==> config.mk <==
export PLATFORM = sky130hd
export DESIGN_NAME = dual_byte_reload_timer_top_flat
export DESIGN_NICKNAME = d
export VERILOG_FILES = /design/src/hdl/dbrt_pkg.sv /design/src/hdl/dbrt_if.sv /design/src/hdl/dbrt_step.sv /design/src/hdl/dual_byte_reload_timer_top.sv /design/src/flat_wrapper.sv
export SDC_FILE = /design/constraint.sdc
export NUM_CORES = 1
export LEC_CHECK = 0
export ABC_AREA = 1
export ABC_CLOCK_PERIOD_IN_PS = 4700
export BUFFER_PORTS_ARGS = -buffer_cell sky130_fd_sc_hd__buf_2
export CAP_MARGIN = 20
export CORE_MARGIN = 5
export CORE_UTILIZATION = 63
export DETAILED_ROUTE_END_ITERATION = 10
export GPL_ROUTABILITY_DRIVEN = 0
export PLACE_DENSITY = 0.83
export SYNTH_ARGS = -nofsm -noshare
export SYNTH_HDL_FRONTEND = slang
export SYNTH_HIERARCHICAL = 1
export SYNTH_SLANG_ARGS = --single-unit
==> constraint.sdc <==
create_clock -name clk -period 4.7 [get_ports clk]
set_input_delay 0.235 -clock clk [delete_from_list [all_inputs] [get_ports clk]]
set_output_delay 0.235 -clock clk [all_outputs]
set_load 0.03 [all_outputs]
==> src/hdl/dbrt_pkg.sv <==
// shared types and control byte bit positions for the dual byte reload timer
`timescale 1ns / 1ps

package dbrt_pkg;

  // control byte bit positions
  localparam int unsigned BIT_RUN_HIGH = 7;
  localparam int unsigned BIT_RUN_LOW  = 6;
  localparam int unsigned BIT_MODE16   = 5;
  localparam int unsigned BIT_FLAG_HI  = 3;
  localparam int unsigned BIT_IE_HI    = 2;
  localparam int unsigned BIT_FLAG_LO  = 1;
  localparam int unsigned BIT_IE_LO    = 0;

  // item operation codes
  typedef enum logic {
    OP_TICK  = 1'b0,
    OP_WRITE = 1'b1
  } dbrt_op_t;

  // configuration register indexes
  typedef enum logic {
    REG_LOW_RELOAD  = 1'b0,
    REG_HIGH_RELOAD = 1'b1
  } dbrt_reg_t;

  typedef struct packed {
    dbrt_op_t   op;
    logic [7:0] write_data;
    logic       prescale_pulse;
  } dbrt_item_t;

  typedef struct packed {
    logic [7:0] ctl;
    logic [7:0] lo;
    logic [7:0] hi;
    logic       low_running;
    logic       high_running;
  } dbrt_state_t;

  typedef struct packed {
    logic [7:0] low_count;
    logic [7:0] high_count;
    logic [7:0] control_out;
    logic       low_irq;
    logic       high_irq;
  } dbrt_result_t;

endpackage

==> src/hdl/dbrt_if.sv <==
// channel interfaces: tick/write items, results and configuration writes
`timescale 1ns / 1ps

interface dbrt_in_if;
  logic             valid;
  logic             ready;
  dbrt_pkg::dbrt_op_t op;
  logic [7:0]       write_data;
  logic             prescale_pulse;
  modport source (output valid, op, write_data, prescale_pulse, input ready);
  modport sink   (input valid, op, write_data, prescale_pulse, output ready);
endinterface

interface dbrt_out_if;
  logic       valid;
  logic       ready;
  logic [7:0] low_count;
  logic [7:0] high_count;
  logic [7:0] control_out;
  logic       low_irq;
  logic       high_irq;
  modport source (output valid, low_count, high_count, control_out, low_irq, high_irq,
                  input ready);
  modport sink   (input valid, low_count, high_count, control_out, low_irq, high_irq,
                  output ready);
endinterface

interface dbrt_cfg_if;
  logic                valid;
  logic                ready;
  dbrt_pkg::dbrt_reg_t index;
  logic [7:0]          data;
  modport source (output valid, index, data, input ready);
  modport sink   (input valid, index, data, output ready);
endinterface

==> src/hdl/dbrt_step.sv <==
// next-state and result logic for one timer item
`timescale 1ns / 1ps

module dbrt_step (
  input  dbrt_pkg::dbrt_item_t   item,
  input  dbrt_pkg::dbrt_state_t  state,
  input  logic [7:0]             low_reload,
  input  logic [7:0]             high_reload,
  output dbrt_pkg::dbrt_state_t  state_nxt,
  output dbrt_pkg::dbrt_result_t result
);

  always_comb begin
    logic [8:0] lo;
    logic [8:0] hi;
    logic [7:0] ctl;
    logic       mode16;
    logic       lrun;
    logic       hrun;
    logic       lirq;
    logic       hirq;

    ctl    = state.ctl;
    lo     = {1'b0, state.lo};
    hi     = {1'b0, state.hi};
    lrun   = state.low_running;
    hrun   = state.high_running;
    lirq   = 1'b0;
    hirq   = 1'b0;
    mode16 = ctl[dbrt_pkg::BIT_MODE16];

    if (item.op == dbrt_pkg::OP_WRITE) begin
      ctl = item.write_data;
    end else begin
      // low counter: load when stopped or on first enabled tick
      if (ctl[dbrt_pkg::BIT_RUN_LOW]) begin
        if (!lrun) begin
          lrun = 1'b1;
          lo   = {1'b0, low_reload};
        end else if (item.prescale_pulse) begin
          lo = lo + 9'd1;
        end
      end else begin
        lo   = {1'b0, low_reload};
        lrun = 1'b0;
      end

      // high counter: counts on the prescaler only in 8-bit mode
      if (ctl[dbrt_pkg::BIT_RUN_HIGH]) begin
        if (!hrun) begin
          hrun = 1'b1;
          hi   = {1'b0, high_reload};
        end else if (!mode16 && item.prescale_pulse) begin
          hi = hi + 9'd1;
        end
      end else begin
        hi   = {1'b0, high_reload};
        hrun = 1'b0;
      end

      if (lo[8]) begin
        if (!mode16) begin
          ctl[dbrt_pkg::BIT_FLAG_LO] = 1'b1;
        end else begin
          hi = hi + 9'd1;
        end
        lirq = ctl[dbrt_pkg::BIT_IE_LO];
        lo   = {1'b0, low_reload};
      end

      if (hi[8]) begin
        ctl[dbrt_pkg::BIT_FLAG_HI] = 1'b1;
        hirq = ctl[dbrt_pkg::BIT_IE_HI];
        hi   = {1'b0, high_reload};
        if (!mode16) begin
          ctl[dbrt_pkg::BIT_RUN_HIGH] = 1'b0;
        end else begin
          ctl[dbrt_pkg::BIT_FLAG_LO] = 1'b1;
          lo = {1'b0, low_reload};
        end
      end
    end

    state_nxt.ctl          = ctl;
    state_nxt.lo           = lo[7:0];
    state_nxt.hi           = hi[7:0];
    state_nxt.low_running  = lrun;
    state_nxt.high_running = hrun;

    result.low_count   = lo[7:0];
    result.high_count  = hi[7:0];
    result.control_out = ctl;
    result.low_irq     = lirq;
    result.high_irq    = hirq;
  end

endmodule

==> src/hdl/dual_byte_reload_timer_top.sv <==
// top level of the dual byte reload timer: item register, state, result register
`timescale 1ns / 1ps
// an accepted item goes from the item register to the result register and out_ch
// throughput: one transaction per cycle while out_ch keeps taking results
// the timer state updates once per item as it leaves the item register, so the next
// item always sees the previous one's effect
// reset: synchronous active-low rst_n clears control byte, counters, running bits,
// reload registers and both valid flags

module dual_byte_reload_timer_top (
  input logic         clk,
  input logic         rst_n,
  dbrt_in_if.sink     in_ch,
  dbrt_out_if.source  out_ch,
  dbrt_cfg_if.sink    cfg_ch
);

  // item register
  dbrt_pkg::dbrt_item_t   item_r;
  logic                   item_valid_r;

  // timer state and reload registers
  dbrt_pkg::dbrt_state_t  state_r;
  dbrt_pkg::dbrt_state_t  state_nxt;
  logic [7:0]             low_reload_r;
  logic [7:0]             high_reload_r;

  // result register
  dbrt_pkg::dbrt_result_t result_r;
  dbrt_pkg::dbrt_result_t result_nxt;
  logic                   out_valid_r;

  logic                   in_fire;
  logic                   advance;

  // item moves on when the result register is free or being drained
  assign advance     = item_valid_r && (!out_valid_r || out_ch.ready);
  assign in_ch.ready = !item_valid_r || advance;
  assign in_fire     = in_ch.valid && in_ch.ready;

  // the user must land config writes only while idle (unenforced); always taken
  assign cfg_ch.ready = 1'b1;

  dbrt_step u_step (
    .item        (item_r),
    .state       (state_r),
    .low_reload  (low_reload_r),
    .high_reload (high_reload_r),
    .state_nxt   (state_nxt),
    .result      (result_nxt)
  );

  // item register
  always_ff @(posedge clk) begin
    if (!rst_n) begin
      item_valid_r <= 1'b0;
    end else if (in_ch.ready) begin
      item_valid_r <= in_ch.valid;
    end
  end

  always_ff @(posedge clk) begin
    if (in_fire) begin
      item_r.op             <= in_ch.op;
      item_r.write_data     <= in_ch.write_data;
      item_r.prescale_pulse <= in_ch.prescale_pulse;
    end
  end

  // timer state, committed as the item moves into the result register
  always_ff @(posedge clk) begin
    if (!rst_n) begin
      state_r <= '0;
    end else if (advance) begin
      state_r <= state_nxt;
    end
  end

  // reload registers
  always_ff @(posedge clk) begin
    if (!rst_n) begin
      low_reload_r  <= 8'd0;
      high_reload_r <= 8'd0;
    end else if (cfg_ch.valid && cfg_ch.ready) begin
      case (cfg_ch.index)
        dbrt_pkg::REG_LOW_RELOAD:  low_reload_r  <= cfg_ch.data;
        dbrt_pkg::REG_HIGH_RELOAD: high_reload_r <= cfg_ch.data;
        default: ;
      endcase
    end
  end

  // result register
  always_ff @(posedge clk) begin
    if (!rst_n) begin
      out_valid_r <= 1'b0;
    end else if (advance) begin
      out_valid_r <= 1'b1;
    end else if (out_ch.ready) begin
      out_valid_r <= 1'b0;
    end
  end

  always_ff @(posedge clk) begin
    if (advance) begin
      result_r <= result_nxt;
    end
  end

  assign out_ch.valid       = out_valid_r;
  assign out_ch.low_count   = result_r.low_count;
  assign out_ch.high_count  = result_r.high_count;
  assign out_ch.control_out = result_r.control_out;
  assign out_ch.low_irq     = result_r.low_irq;
  assign out_ch.high_irq    = result_r.high_irq;

  // a control write leaves the counters and running bits alone
  a_write_keeps_counters: assert property (@(posedge clk) disable iff (!rst_n)
    (advance && item_r.op == dbrt_pkg::OP_WRITE) |=>
      ($stable(state_r.lo) && $stable(state_r.hi) &&
       $stable(state_r.low_running) && $stable(state_r.high_running)))
    else $error("control write disturbed timer counters");

  // interrupt pulses only with their enable bit set
  a_irq_enabled: assert property (@(posedge clk) disable iff (!rst_n)
    out_valid_r |->
      ((!result_r.low_irq || result_r.control_out[dbrt_pkg::BIT_IE_LO]) &&
       (!result_r.high_irq || result_r.control_out[dbrt_pkg::BIT_IE_HI])))
    else $error("interrupt pulse without enable");

  // an 8-bit high overflow stops the high counter
  a_high_stop: assert property (@(posedge clk) disable iff (!rst_n)
    (out_valid_r && result_r.high_irq && !result_r.control_out[dbrt_pkg::BIT_MODE16]) |->
      !result_r.control_out[dbrt_pkg::BIT_RUN_HIGH])
    else $error("high run bit left set after 8-bit overflow");

  // input side only stalls behind a blocked result
  a_stall_cause: assert property (@(posedge clk) disable iff (!rst_n)
    !in_ch.ready |-> (item_valid_r && out_valid_r && !out_ch.ready))
    else $error("input stalled without a blocked result");

endmodule
==> src/flat_wrapper.sv <==
// flat-port wrapper written by rule: the top's interface ports become plain ports
module dual_byte_reload_timer_top_flat 
  (clk, rst_n, in_ch_valid, in_ch_op, in_ch_write_data, in_ch_prescale_pulse, in_ch_ready, out_ch_valid, out_ch_low_count, out_ch_high_count, out_ch_control_out, out_ch_low_irq, out_ch_high_irq, out_ch_ready, cfg_ch_valid, cfg_ch_index, cfg_ch_data, cfg_ch_ready);
  dbrt_in_if in_ch_i ();
  dbrt_out_if out_ch_i ();
  dbrt_cfg_if cfg_ch_i ();
  input logic clk;
  input logic rst_n;
  input wire logic [$bits(in_ch_i.valid)-1:0] in_ch_valid;
  input wire logic [$bits(in_ch_i.op)-1:0] in_ch_op;
  input wire logic [$bits(in_ch_i.write_data)-1:0] in_ch_write_data;
  input wire logic [$bits(in_ch_i.prescale_pulse)-1:0] in_ch_prescale_pulse;
  output wire logic [$bits(in_ch_i.ready)-1:0] in_ch_ready;
  output wire logic [$bits(out_ch_i.valid)-1:0] out_ch_valid;
  output wire logic [$bits(out_ch_i.low_count)-1:0] out_ch_low_count;
  output wire logic [$bits(out_ch_i.high_count)-1:0] out_ch_high_count;
  output wire logic [$bits(out_ch_i.control_out)-1:0] out_ch_control_out;
  output wire logic [$bits(out_ch_i.low_irq)-1:0] out_ch_low_irq;
  output wire logic [$bits(out_ch_i.high_irq)-1:0] out_ch_high_irq;
  input wire logic [$bits(out_ch_i.ready)-1:0] out_ch_ready;
  input wire logic [$bits(cfg_ch_i.valid)-1:0] cfg_ch_valid;
  input wire logic [$bits(cfg_ch_i.index)-1:0] cfg_ch_index;
  input wire logic [$bits(cfg_ch_i.data)-1:0] cfg_ch_data;
  output wire logic [$bits(cfg_ch_i.ready)-1:0] cfg_ch_ready;
  assign in_ch_i.valid = in_ch_valid;
  assign in_ch_i.op = in_ch_op;
  assign in_ch_i.write_data = in_ch_write_data;
  assign in_ch_i.prescale_pulse = in_ch_prescale_pulse;
  assign in_ch_ready = in_ch_i.ready;
  assign out_ch_valid = out_ch_i.valid;
  assign out_ch_low_count = out_ch_i.low_count;
  assign out_ch_high_count = out_ch_i.high_count;
  assign out_ch_control_out = out_ch_i.control_out;
  assign out_ch_low_irq = out_ch_i.low_irq;
  assign out_ch_high_irq = out_ch_i.high_irq;
  assign out_ch_i.ready = out_ch_ready;
  assign cfg_ch_i.valid = cfg_ch_valid;
  assign cfg_ch_i.index = cfg_ch_index;
  assign cfg_ch_i.data = cfg_ch_data;
  assign cfg_ch_ready = cfg_ch_i.ready;
  dual_byte_reload_timer_top u_core (.clk(clk), .rst_n(rst_n), .in_ch(in_ch_i), .out_ch(out_ch_i), .cfg_ch(cfg_ch_i));
endmodule
After elaboration in Yosys (flattened, before gate mapping):

Cells that the tools add are included.

* multipliers: 0
* shifts and indexed selects: 0
* reductions and logical operators: 14
* multiplexer cells: 34
* eq/ne operators: 0
* divide/modulo/power cells: 0
* add/sub/neg operators: 3
* magnitude comparators: 0
* bitwise gates (word level): 4

Operator list (count)
* $mux W9: 11
* $mux W8: 6
* $add A8 B1 Y9 const B: 2
* $mux W1: 16
* $add A9 B1 Y9 const B: 1
* $reduce_and A2 Y1: 3
* $not A1 Y1: 4
* $reduce_or A2 Y1: 2
* $logic_and A1 B1 Y1: 3
* $logic_not A1 Y1: 3
* $mux W3: 1
* $logic_or A1 B1 Y1: 2
* $reduce_bool A2 Y1: 1

* input port bits: 24
* memories: 0
* bits in registers: 80
* bits in writable memories: 0
* latch bits: 0
* logic and storage cells: 72
* memory bits (read-only): 0

Longest topological paths before layout:

Gate-level depths: netlist (run 1).

* depth after elaboration: 12
* mapped depth: 20
* gate-level depth less buffers: 19

Modules after synthesis:

The synthesis (run 1) kept the hierarchy.

Modules (own cells, without submodules)
* dual_byte_reload_timer_top: area each 2951.6 µm², seq. area each 1961.9 µm², cells an instance 292, instances 1
* dbrt_step: area each 1460.2 µm², seq. area each 0.0 µm², cells an instance 286, instances 1

Worst setup path before layout (run 1):

No wires, ideal clock.

* path type: reg2reg
* start: reg u_core.item_valid_r
* end: reg u_core.result_r (netlist bit u_core/out_ch.control_out[0]) (enable)
* data arrival time: 1961 ps
* path slack: 2321 ps
* stages on the path, launching flop included: 5
* required time: 4282 ps
* clock period less this slack: 2379 ps
* path through: dfxtp_1 -> buf_4 -> buf_2 -> inv_1 -> a21oi_1

* cells in the longest elaborated chain, start to end: 1

Ends and longest elaborated chain
* from (decl): RTL line dual_byte_reload_timer_top.sv:20 `logic item_valid_r;`
* from (signal assigned): RTL line dual_byte_reload_timer_top.sv:58 `item_valid_r <= in_ch.valid;`
* $logic_and A1 B1 Y1: RTL line dual_byte_reload_timer_top.sv:37 `assign advance = item_valid_r && (!out_valid_r || out_ch.ready);`
* net u_core.advance: RTL line dual_byte_reload_timer_top.sv:34 `logic advance;`
* to (signal assigned): RTL line dual_byte_reload_timer_top.sv:106 `result_r <= result_nxt;`
* to (decl): RTL line dual_byte_reload_timer_top.sv:29 `dbrt_pkg::dbrt_result_t result_r;`

The timed path passes the listed nets, and every way through them passes these cells.
A chain may end at the register's enable or synchronous reset.

==> metrics, run 1 <==
synthesized area=4410 µm²; most common cell in the netlist=nand2_1; post-CTS sizing=0; Detail Route Antenna Nets=0; Hold-fix buffers, CTS=0; CP Capture Type=flip-flop; Stages on worst setup path=17; register area share after synthesis=44.5%; I/O pins=53; library cells used by synthesis=35; FF-to-FF End=u_core/state_r[8]; path depth of the worst reg2reg path=17; RSZ-0062 raised after global routing=false; clk_skew=0.00829 ns; Core Util, Final=68.6%; CTS tree=yes; worst setup margin=2.09 ns; GR Overflow Total=0; detailed router's first-iteration violation count=262; fin crit share=55.6%; syn avg cell area=7.63 µm²; CP endpoint=u_core/state_r[8]; pre-CTS setup slack=2.16 ns; share of cells above drive strength 1=17.0%; Buf+Inv Stages, Crit Path=2; crit-path cells=nand2_1, nor2_1, nand3_2, nor2_4, nand2_1, nor2_1, nand3_1, nor2_1, nor2_1, nand2_1, nand3_1, nand2_1, inv_1, inv_1, nand3_2, nand2_1, nor2_1; CP max stage delay=0.63 ns; status=finished, final reports clean; routed len/inst=14.0 µm; total negative slack=0 ns; Worst Setup SP=u_core/item_r[0]; Chip Height=93.7 µm; Root Driver=clkbuf_8; Num CTS Buffers=9; num rows=30; hold path depth=1; fmax=382 MHz; Vias/cell=5.49; initial antenna violation count=0; Max Transition Viols Final=0; Ys Warns=6; slowest CP cell=edfxtp_1; setup violators final=0; first-pass GRT wire length=16.5 mm; crit start category=flip-flop; Post-CTS Setup Bufs=0; Worst EP arrival=2.86 ns; flop2flop setup slack=2.09 ns; maximum root-to-sink buffer count=2; fin crit period=2.61 ns; top_reg_cell synth=dfxtp_1; Synth top area share=24.5%; pin count of the biggest net entering global routing=55; syn_nets=605; DR vias=3,818; n_diodes=0; PwrDens=329 nW/µm²; Hold Path Origin=in_ch_write_data[5]; Slew @ Worst Pin=1.10 ns; Initial Util=64.9%; Worst EP required=4.95 ns; asr flop ratio synth=0%; worst skew pair latency=0.36 ns; GRT Total Usage=23.7%; Max VDD drop=0.283 mV; register bit total from synthesis=80; Post-synth top cells=nand2_1, nor2_1, inv_1; CP delay by family, top=simple AND/OR/NAND/NOR gates; Post-Route WL=9.73 mm; die width=93.7 µm; Reg clk slew, reported paths=0.09 ns; worst-path maximum fanout=12; maxcap violations=0; HP Class=in2reg; clock sinks=80; Post-Synthesis Cells=578; Fin. Hold Viols=0; reg2reg start=u_core/item_r[0]; cell taking the most area after synthesis=edfxtp_1; CTS H-tree depth=3; critical path type=reg2reg; I/O Buffers=51; nets@finish=621; top post-synthesis cells by area=edfxtp_1, dfxtp_1, nand2_1, nor2_1, inv_1; detailed-placement wirelength estimate=6.51 mm; P_leak=0.00197 µW; worst slew margin relative to its limit=26.6%; Post-synth EDFFs=36; DRC=0; Syn-to-layout area delta=5.67%; core box area=6790 µm²; total power=1530 µW; Die Area=8780 µm²; vias in the first global route=3,587; Detailed Routing Iterations Pass 1=5
-- state kept, by name, summed over array words and instances, names as in the netlist, 8 cells and up --
register and cells:
u_core/high_reload_r 8, u_core/item_r 10, u_core/out_ch.low_count 8, u_core/state_r 26, u_core/out_ch.high_count 8, u_core/out_ch.control_out 8, u_core/low_reload_r 8
-- area by class of cell --
class	instances	area [µm²]
Inverter	63	239
Clock inverter	6	67.6
Clock buffer	10	128
Fill cell	553	2130
Tap cell	96	120
Multi-Input combinational cell	387	1870
Sequential cell	80	1960
Timing Repair Buffer	53	270
-- where the power goes --
group / internal (µW) / switching [µW]
logic: 70.7 / 140
clock network: 249 / 260
registers: 774 / 39.1
total: 1090 / 439
-- worst min-delay path by stage --
| stage | slack (ns) | endpoint |
|---|---|---|
| CTS | 0.03 | u_core/item_r[6] |
| global placement | 0.41 | u_core/item_r[9] |
| finish | 0.05 | u_core/item_r[6] |
| detailed placement | 0.41 | u_core/item_r[6] |
| global route | 0.03 | u_core/item_r[6] |
| floorplan | 0.33 | u_core/item_r[0] |
-- routing by layer --
metal	GRT usage, %	part of all wire [%]
met5	0	0
met4	9.99	2.4
met3	5.61	7.3
met2	38.4	48
met1	30.3	42
-- cell families after synthesis --
group	after synthesis	synth area share, %
and+or+nand+nor	294	30.0
buffers and inverters	111	13.1
adders and majority gates	3	0.851
DFF	80	44.5
xor gates and xnor gates	6	1.19
other	1	0.0850
AOI/OAI and AO/OA	83	10.2
-- worst reg2reg max path, stage by stage (launching register included) --
cell and delay [ns]:
edfxtp_1 0.63, nand2_1 0.11, nor2_1 0.21, nand3_2 0.20
nor2_4 0.20, nand2_1 0.08, nor2_1 0.17, nand3_1 0.14
nor2_1 0.15, nor2_1 0.05, nand2_1 0.06, nand3_1 0.10
nand2_1 0.09, inv_1 0.05, inv_1 0.06, nand3_2 0.06
nand2_1 0.10, nor2_1 0.05
-- cell usage in the layout (no fill, tap or decap), drive strengths merged, types with 3 or more instances in the layout --
master / n
clkbuf: 10
edfxtp: 36
o21ai: 40
xor2: 3
nand4: 5
inv: 65
nor3: 3
nand3: 55
nor2: 89
o21bai: 3
ha: 3
buf: 53
dfxtp: 44
nand2: 140
a21oi: 38
xnor2: 3
-- through the flow --
step                instance area [µm²]  cells  hold slack [ns]
finish                             4660    695           0.0456
global route                       4660    695           0.0291
CTS                                4660    695           0.0349
detailed placement                 4470    679            0.413
global placement                   4470    679            0.411
floorplan                          4410    578            0.334
Note: power is estimated with default switching activity, not from simulation.
==> run 2: changes to the inputs <==
--- a/config.mk
+++ b/config.mk
@@ -6,14 +6,14 @@
 export NUM_CORES = 1
 export LEC_CHECK = 0
 export ABC_AREA = 1
-export ABC_CLOCK_PERIOD_IN_PS = 4700
+export ABC_CLOCK_PERIOD_IN_PS = 2700
 export BUFFER_PORTS_ARGS = -buffer_cell sky130_fd_sc_hd__buf_2
 export CAP_MARGIN = 20
 export CORE_MARGIN = 5
-export CORE_UTILIZATION = 63
+export CORE_UTILIZATION = 58
 export DETAILED_ROUTE_END_ITERATION = 10
 export GPL_ROUTABILITY_DRIVEN = 0
-export PLACE_DENSITY = 0.83
+export PLACE_DENSITY = 0.78
 export SYNTH_ARGS = -nofsm -noshare
 export SYNTH_HDL_FRONTEND = slang
 export SYNTH_HIERARCHICAL = 1
==> constraint.sdc (replaced) <==
create_clock -name clk -period 2.7 [get_ports clk]
set_input_delay 0.135 -clock clk [delete_from_list [all_inputs] [get_ports clk]]
set_output_delay 0.135 -clock clk [all_outputs]
set_load 0.03 [all_outputs]
==> run 2 against run 1 <==
Compared with the run above: critical path depth shrank 3; sequential power rose by 73%; flip-flop and latch count is the same; wire length grew 5.1%; final area up 4.6%; global-route usage down 2.3 points; combinational power rose by 89%; utilization decreased by 2.1 points; die area increased by 7.7%; fmax grew 4.5%; register-to-register slack lost 1.9 ns; clock-buffer cell count down 1; critical path type unchanged; largest power group unchanged.
==> metrics, run 2 (synthesis gave the netlist of run 1 again) <==
status=finished, final reports clean; clk_skew=0.00946 ns (+0.00117 ns); CTS H-tree depth=3 (unchanged); GRT Total Usage=21.4% (-2.3 points); Root Driver=clkbuf_8; num rows=31 (+3.3%); Hold Crit Endpoint=u_core/high_reload_r[4]; Worst EP required=3.01 ns (-1.94 ns); flop2flop setup slack=0.20 ns (-1.89 ns); most frequent cells in the layout=nand2_1, nor2_1, inv_1; first-pass GRT wire length=16.4 mm (-0.63%); grt peak-use layer=met2; reg2reg start=u_core/item_r[0]; total power=2680 µW (+75%); Post-Route WL=10.2 mm (+5.1%); detailed router's first-iteration violation count=267 (+1.9%); worst slew margin relative to its limit=48.5% (+22 points); Vias/cell=5.34 (-2.8%); Detail Route Antenna Nets=0 (unchanged); vias in the first global route=3,517 (-2.0%); grt met3 use=5.53% (-0.081 points); Reg with most FFs=u_core/state_r; GR Overflow Total=0 (unchanged); P_leak=0.00207 µW (+5.1%); maxcap violations=0 (unchanged); worst skew pair latency=0.37 ns (about the same); crit start category=flip-flop; I/O pins=53 (unchanged); Max VDD drop=0.415 mV (+47%); hold path depth=3 (+2); worst setup margin=0.197 ns (-1.89 ns); critical path type=reg2reg; nets@finish=640 (+3.1%); Core Util, Final=66.5% (-2.1 points); most common cell after layout, fill and taps aside=nand2_1; pin count of the biggest net entering global routing=54 (-1.8%); Reg clk slew, reported paths=0.09 ns (about the same); path depth of the worst reg2reg path=14 (-3); n_diodes=0 (unchanged); share of cells above drive strength 1=19.6% (+2.6 points); FF-to-FF End=u_core/state_r[6]; HP Class=in2reg; Fin. Hold Viols=0 (unchanged); DRC=0 (unchanged); core box area=7330 µm² (+7.9%); maximum root-to-sink buffer count=2 (unchanged); setup violators final=0 (unchanged); fillers=618 (+12%); Detailed Routing Iterations Pass 1=5 (unchanged); DR vias=3,829 (+0.29%); worst-path maximum fanout=8 (-4); I/O Buffers=51 (unchanged); pre-CTS setup slack=0.191 ns (-1.97 ns); CTS tree=yes; Slew @ Worst Pin=0.772 ns (-0.329 ns); Worst EP arrival=2.82 ns (-0.04 ns); clock sinks=80 (unchanged); Max Transition Viols Final=0 (unchanged); Largest regs=u_core/state_r: 26 flops, u_core/item_r: 10 flops; met1 Use GR=27.6% (-2.7 points); hold slack=0.0222 ns (-0.0234 ns); Hold Path Origin=cfg_ch_data[4]; Syn-to-layout area delta=10.5%; max FFs per register=26 (unchanged); met2 usage=35.3% (-3.1 points); PwrDens=549 nW/µm² (+67%); fin crit share=92.7% (+37 points); detailed-placement wirelength estimate=6.88 mm (+5.8%); initial antenna violation count=0 (unchanged); routed len/inst=14.3 µm (+1.9%); Num CTS Buffers=9 (unchanged); Initial Util=60.2% (-4.8 points); Die Area=9450 µm² (+7.7%); die width=97.2 µm (+3.8%); CP Capture Type=flip-flop; fmax=399 MHz (+4.5%); Chip Height=97.2 µm (+3.8%); fin crit period=2.50 ns (-0.111 ns)
-- run 2: cell count changes in the layout (fill, tap and decap cells not counted), moves of 2 or more --
cell,before,now
nor2_1,82,80
inv_6,2,4
dfxtp_1,43,39
nand2_1,134,132
dlygate4sd3_1,0,11
dfxtp_2,1,5
buf_4,2,9
-- run 2: final cells by class --
| cell class | instances | area [µm²] | share of cell area [%] |
|---|---|---|---|
| sequential | 80 | 1970 | 40.4 |
| multi-input combinational | 387 | 1900 | 39.1 |
| timing repair buffer | 72 | 444 | 9.11 |
| inverter | 63 | 241 | 4.95 |
| clock buffer | 9 | 124 | 2.54 |
| tap | 99 | 124 | 2.54 |
| clock inverter | 7 | 70.1 | 1.44 |
-- run 2: what timing repair did --
action	in CTS	in global routing
hold buffers	11	0
hold endpoints to repair	11	0
gates resized for setup	0	14
setup endpoints to repair	0	10
buffers inserted	0	4
-- run 2: power breakdown --
| part | internal [µW] | switching [µW] |
|---|---|---|
| clock | 360 | 505 |
| combinational | 140 | 257 |
| sequential | 1350 | 65.3 |
| total | 1850 | 827 |
-- run 2: critical path, stage by stage, from the launching register on --
cell and delay (ns):
edfxtp_1 0.52, nand3_2 0.16, nand3_1 0.10, nand2_1 0.12, ha_2 0.21, nand4_1 0.15
nor2_4 0.19, nand3_4 0.10, o21ai_4 0.29, a21oi_1 0.14, nor2_1 0.17, inv_1 0.07
nand3_2 0.06, nand2_1 0.06, nor2_1 0.11
-- run 2: through the flow --
stage	TNS [ns]	cell area, µm²	std cells
after global placement	0	4500	686
after global routing	-0.0486	4880	717
after CTS	0	4800	713
final	0	4880	717
after floorplan	0	4410	578
after detailed placement	0	4500	686
-- run 2: worst max-delay path by stage --
stage                                   start                      endpoint  slack (ns)  cells after the start
after floorplan           u_core/item_valid_r  u_core/out_ch.control_out[0]        0.32                      4
final                        u_core/item_r[0]             u_core/state_r[6]        0.20                     14
after global placement       u_core/item_r[0]             u_core/state_r[8]        0.24                     18
after global routing        u_core/state_r[2]             u_core/state_r[6]       -0.02                     15
after detailed placement   u_core/state_r[25]             u_core/state_r[2]        0.19                     16
after CTS                  u_core/state_r[25]             u_core/state_r[8]        0.16                     17
-- run 2: layer usage --
layer  share of wire [%]  wire [µm]
met5                   0          0
met4                 1.5        157
met1                  43       4440
met3                 7.8        803
met2                  47       4830
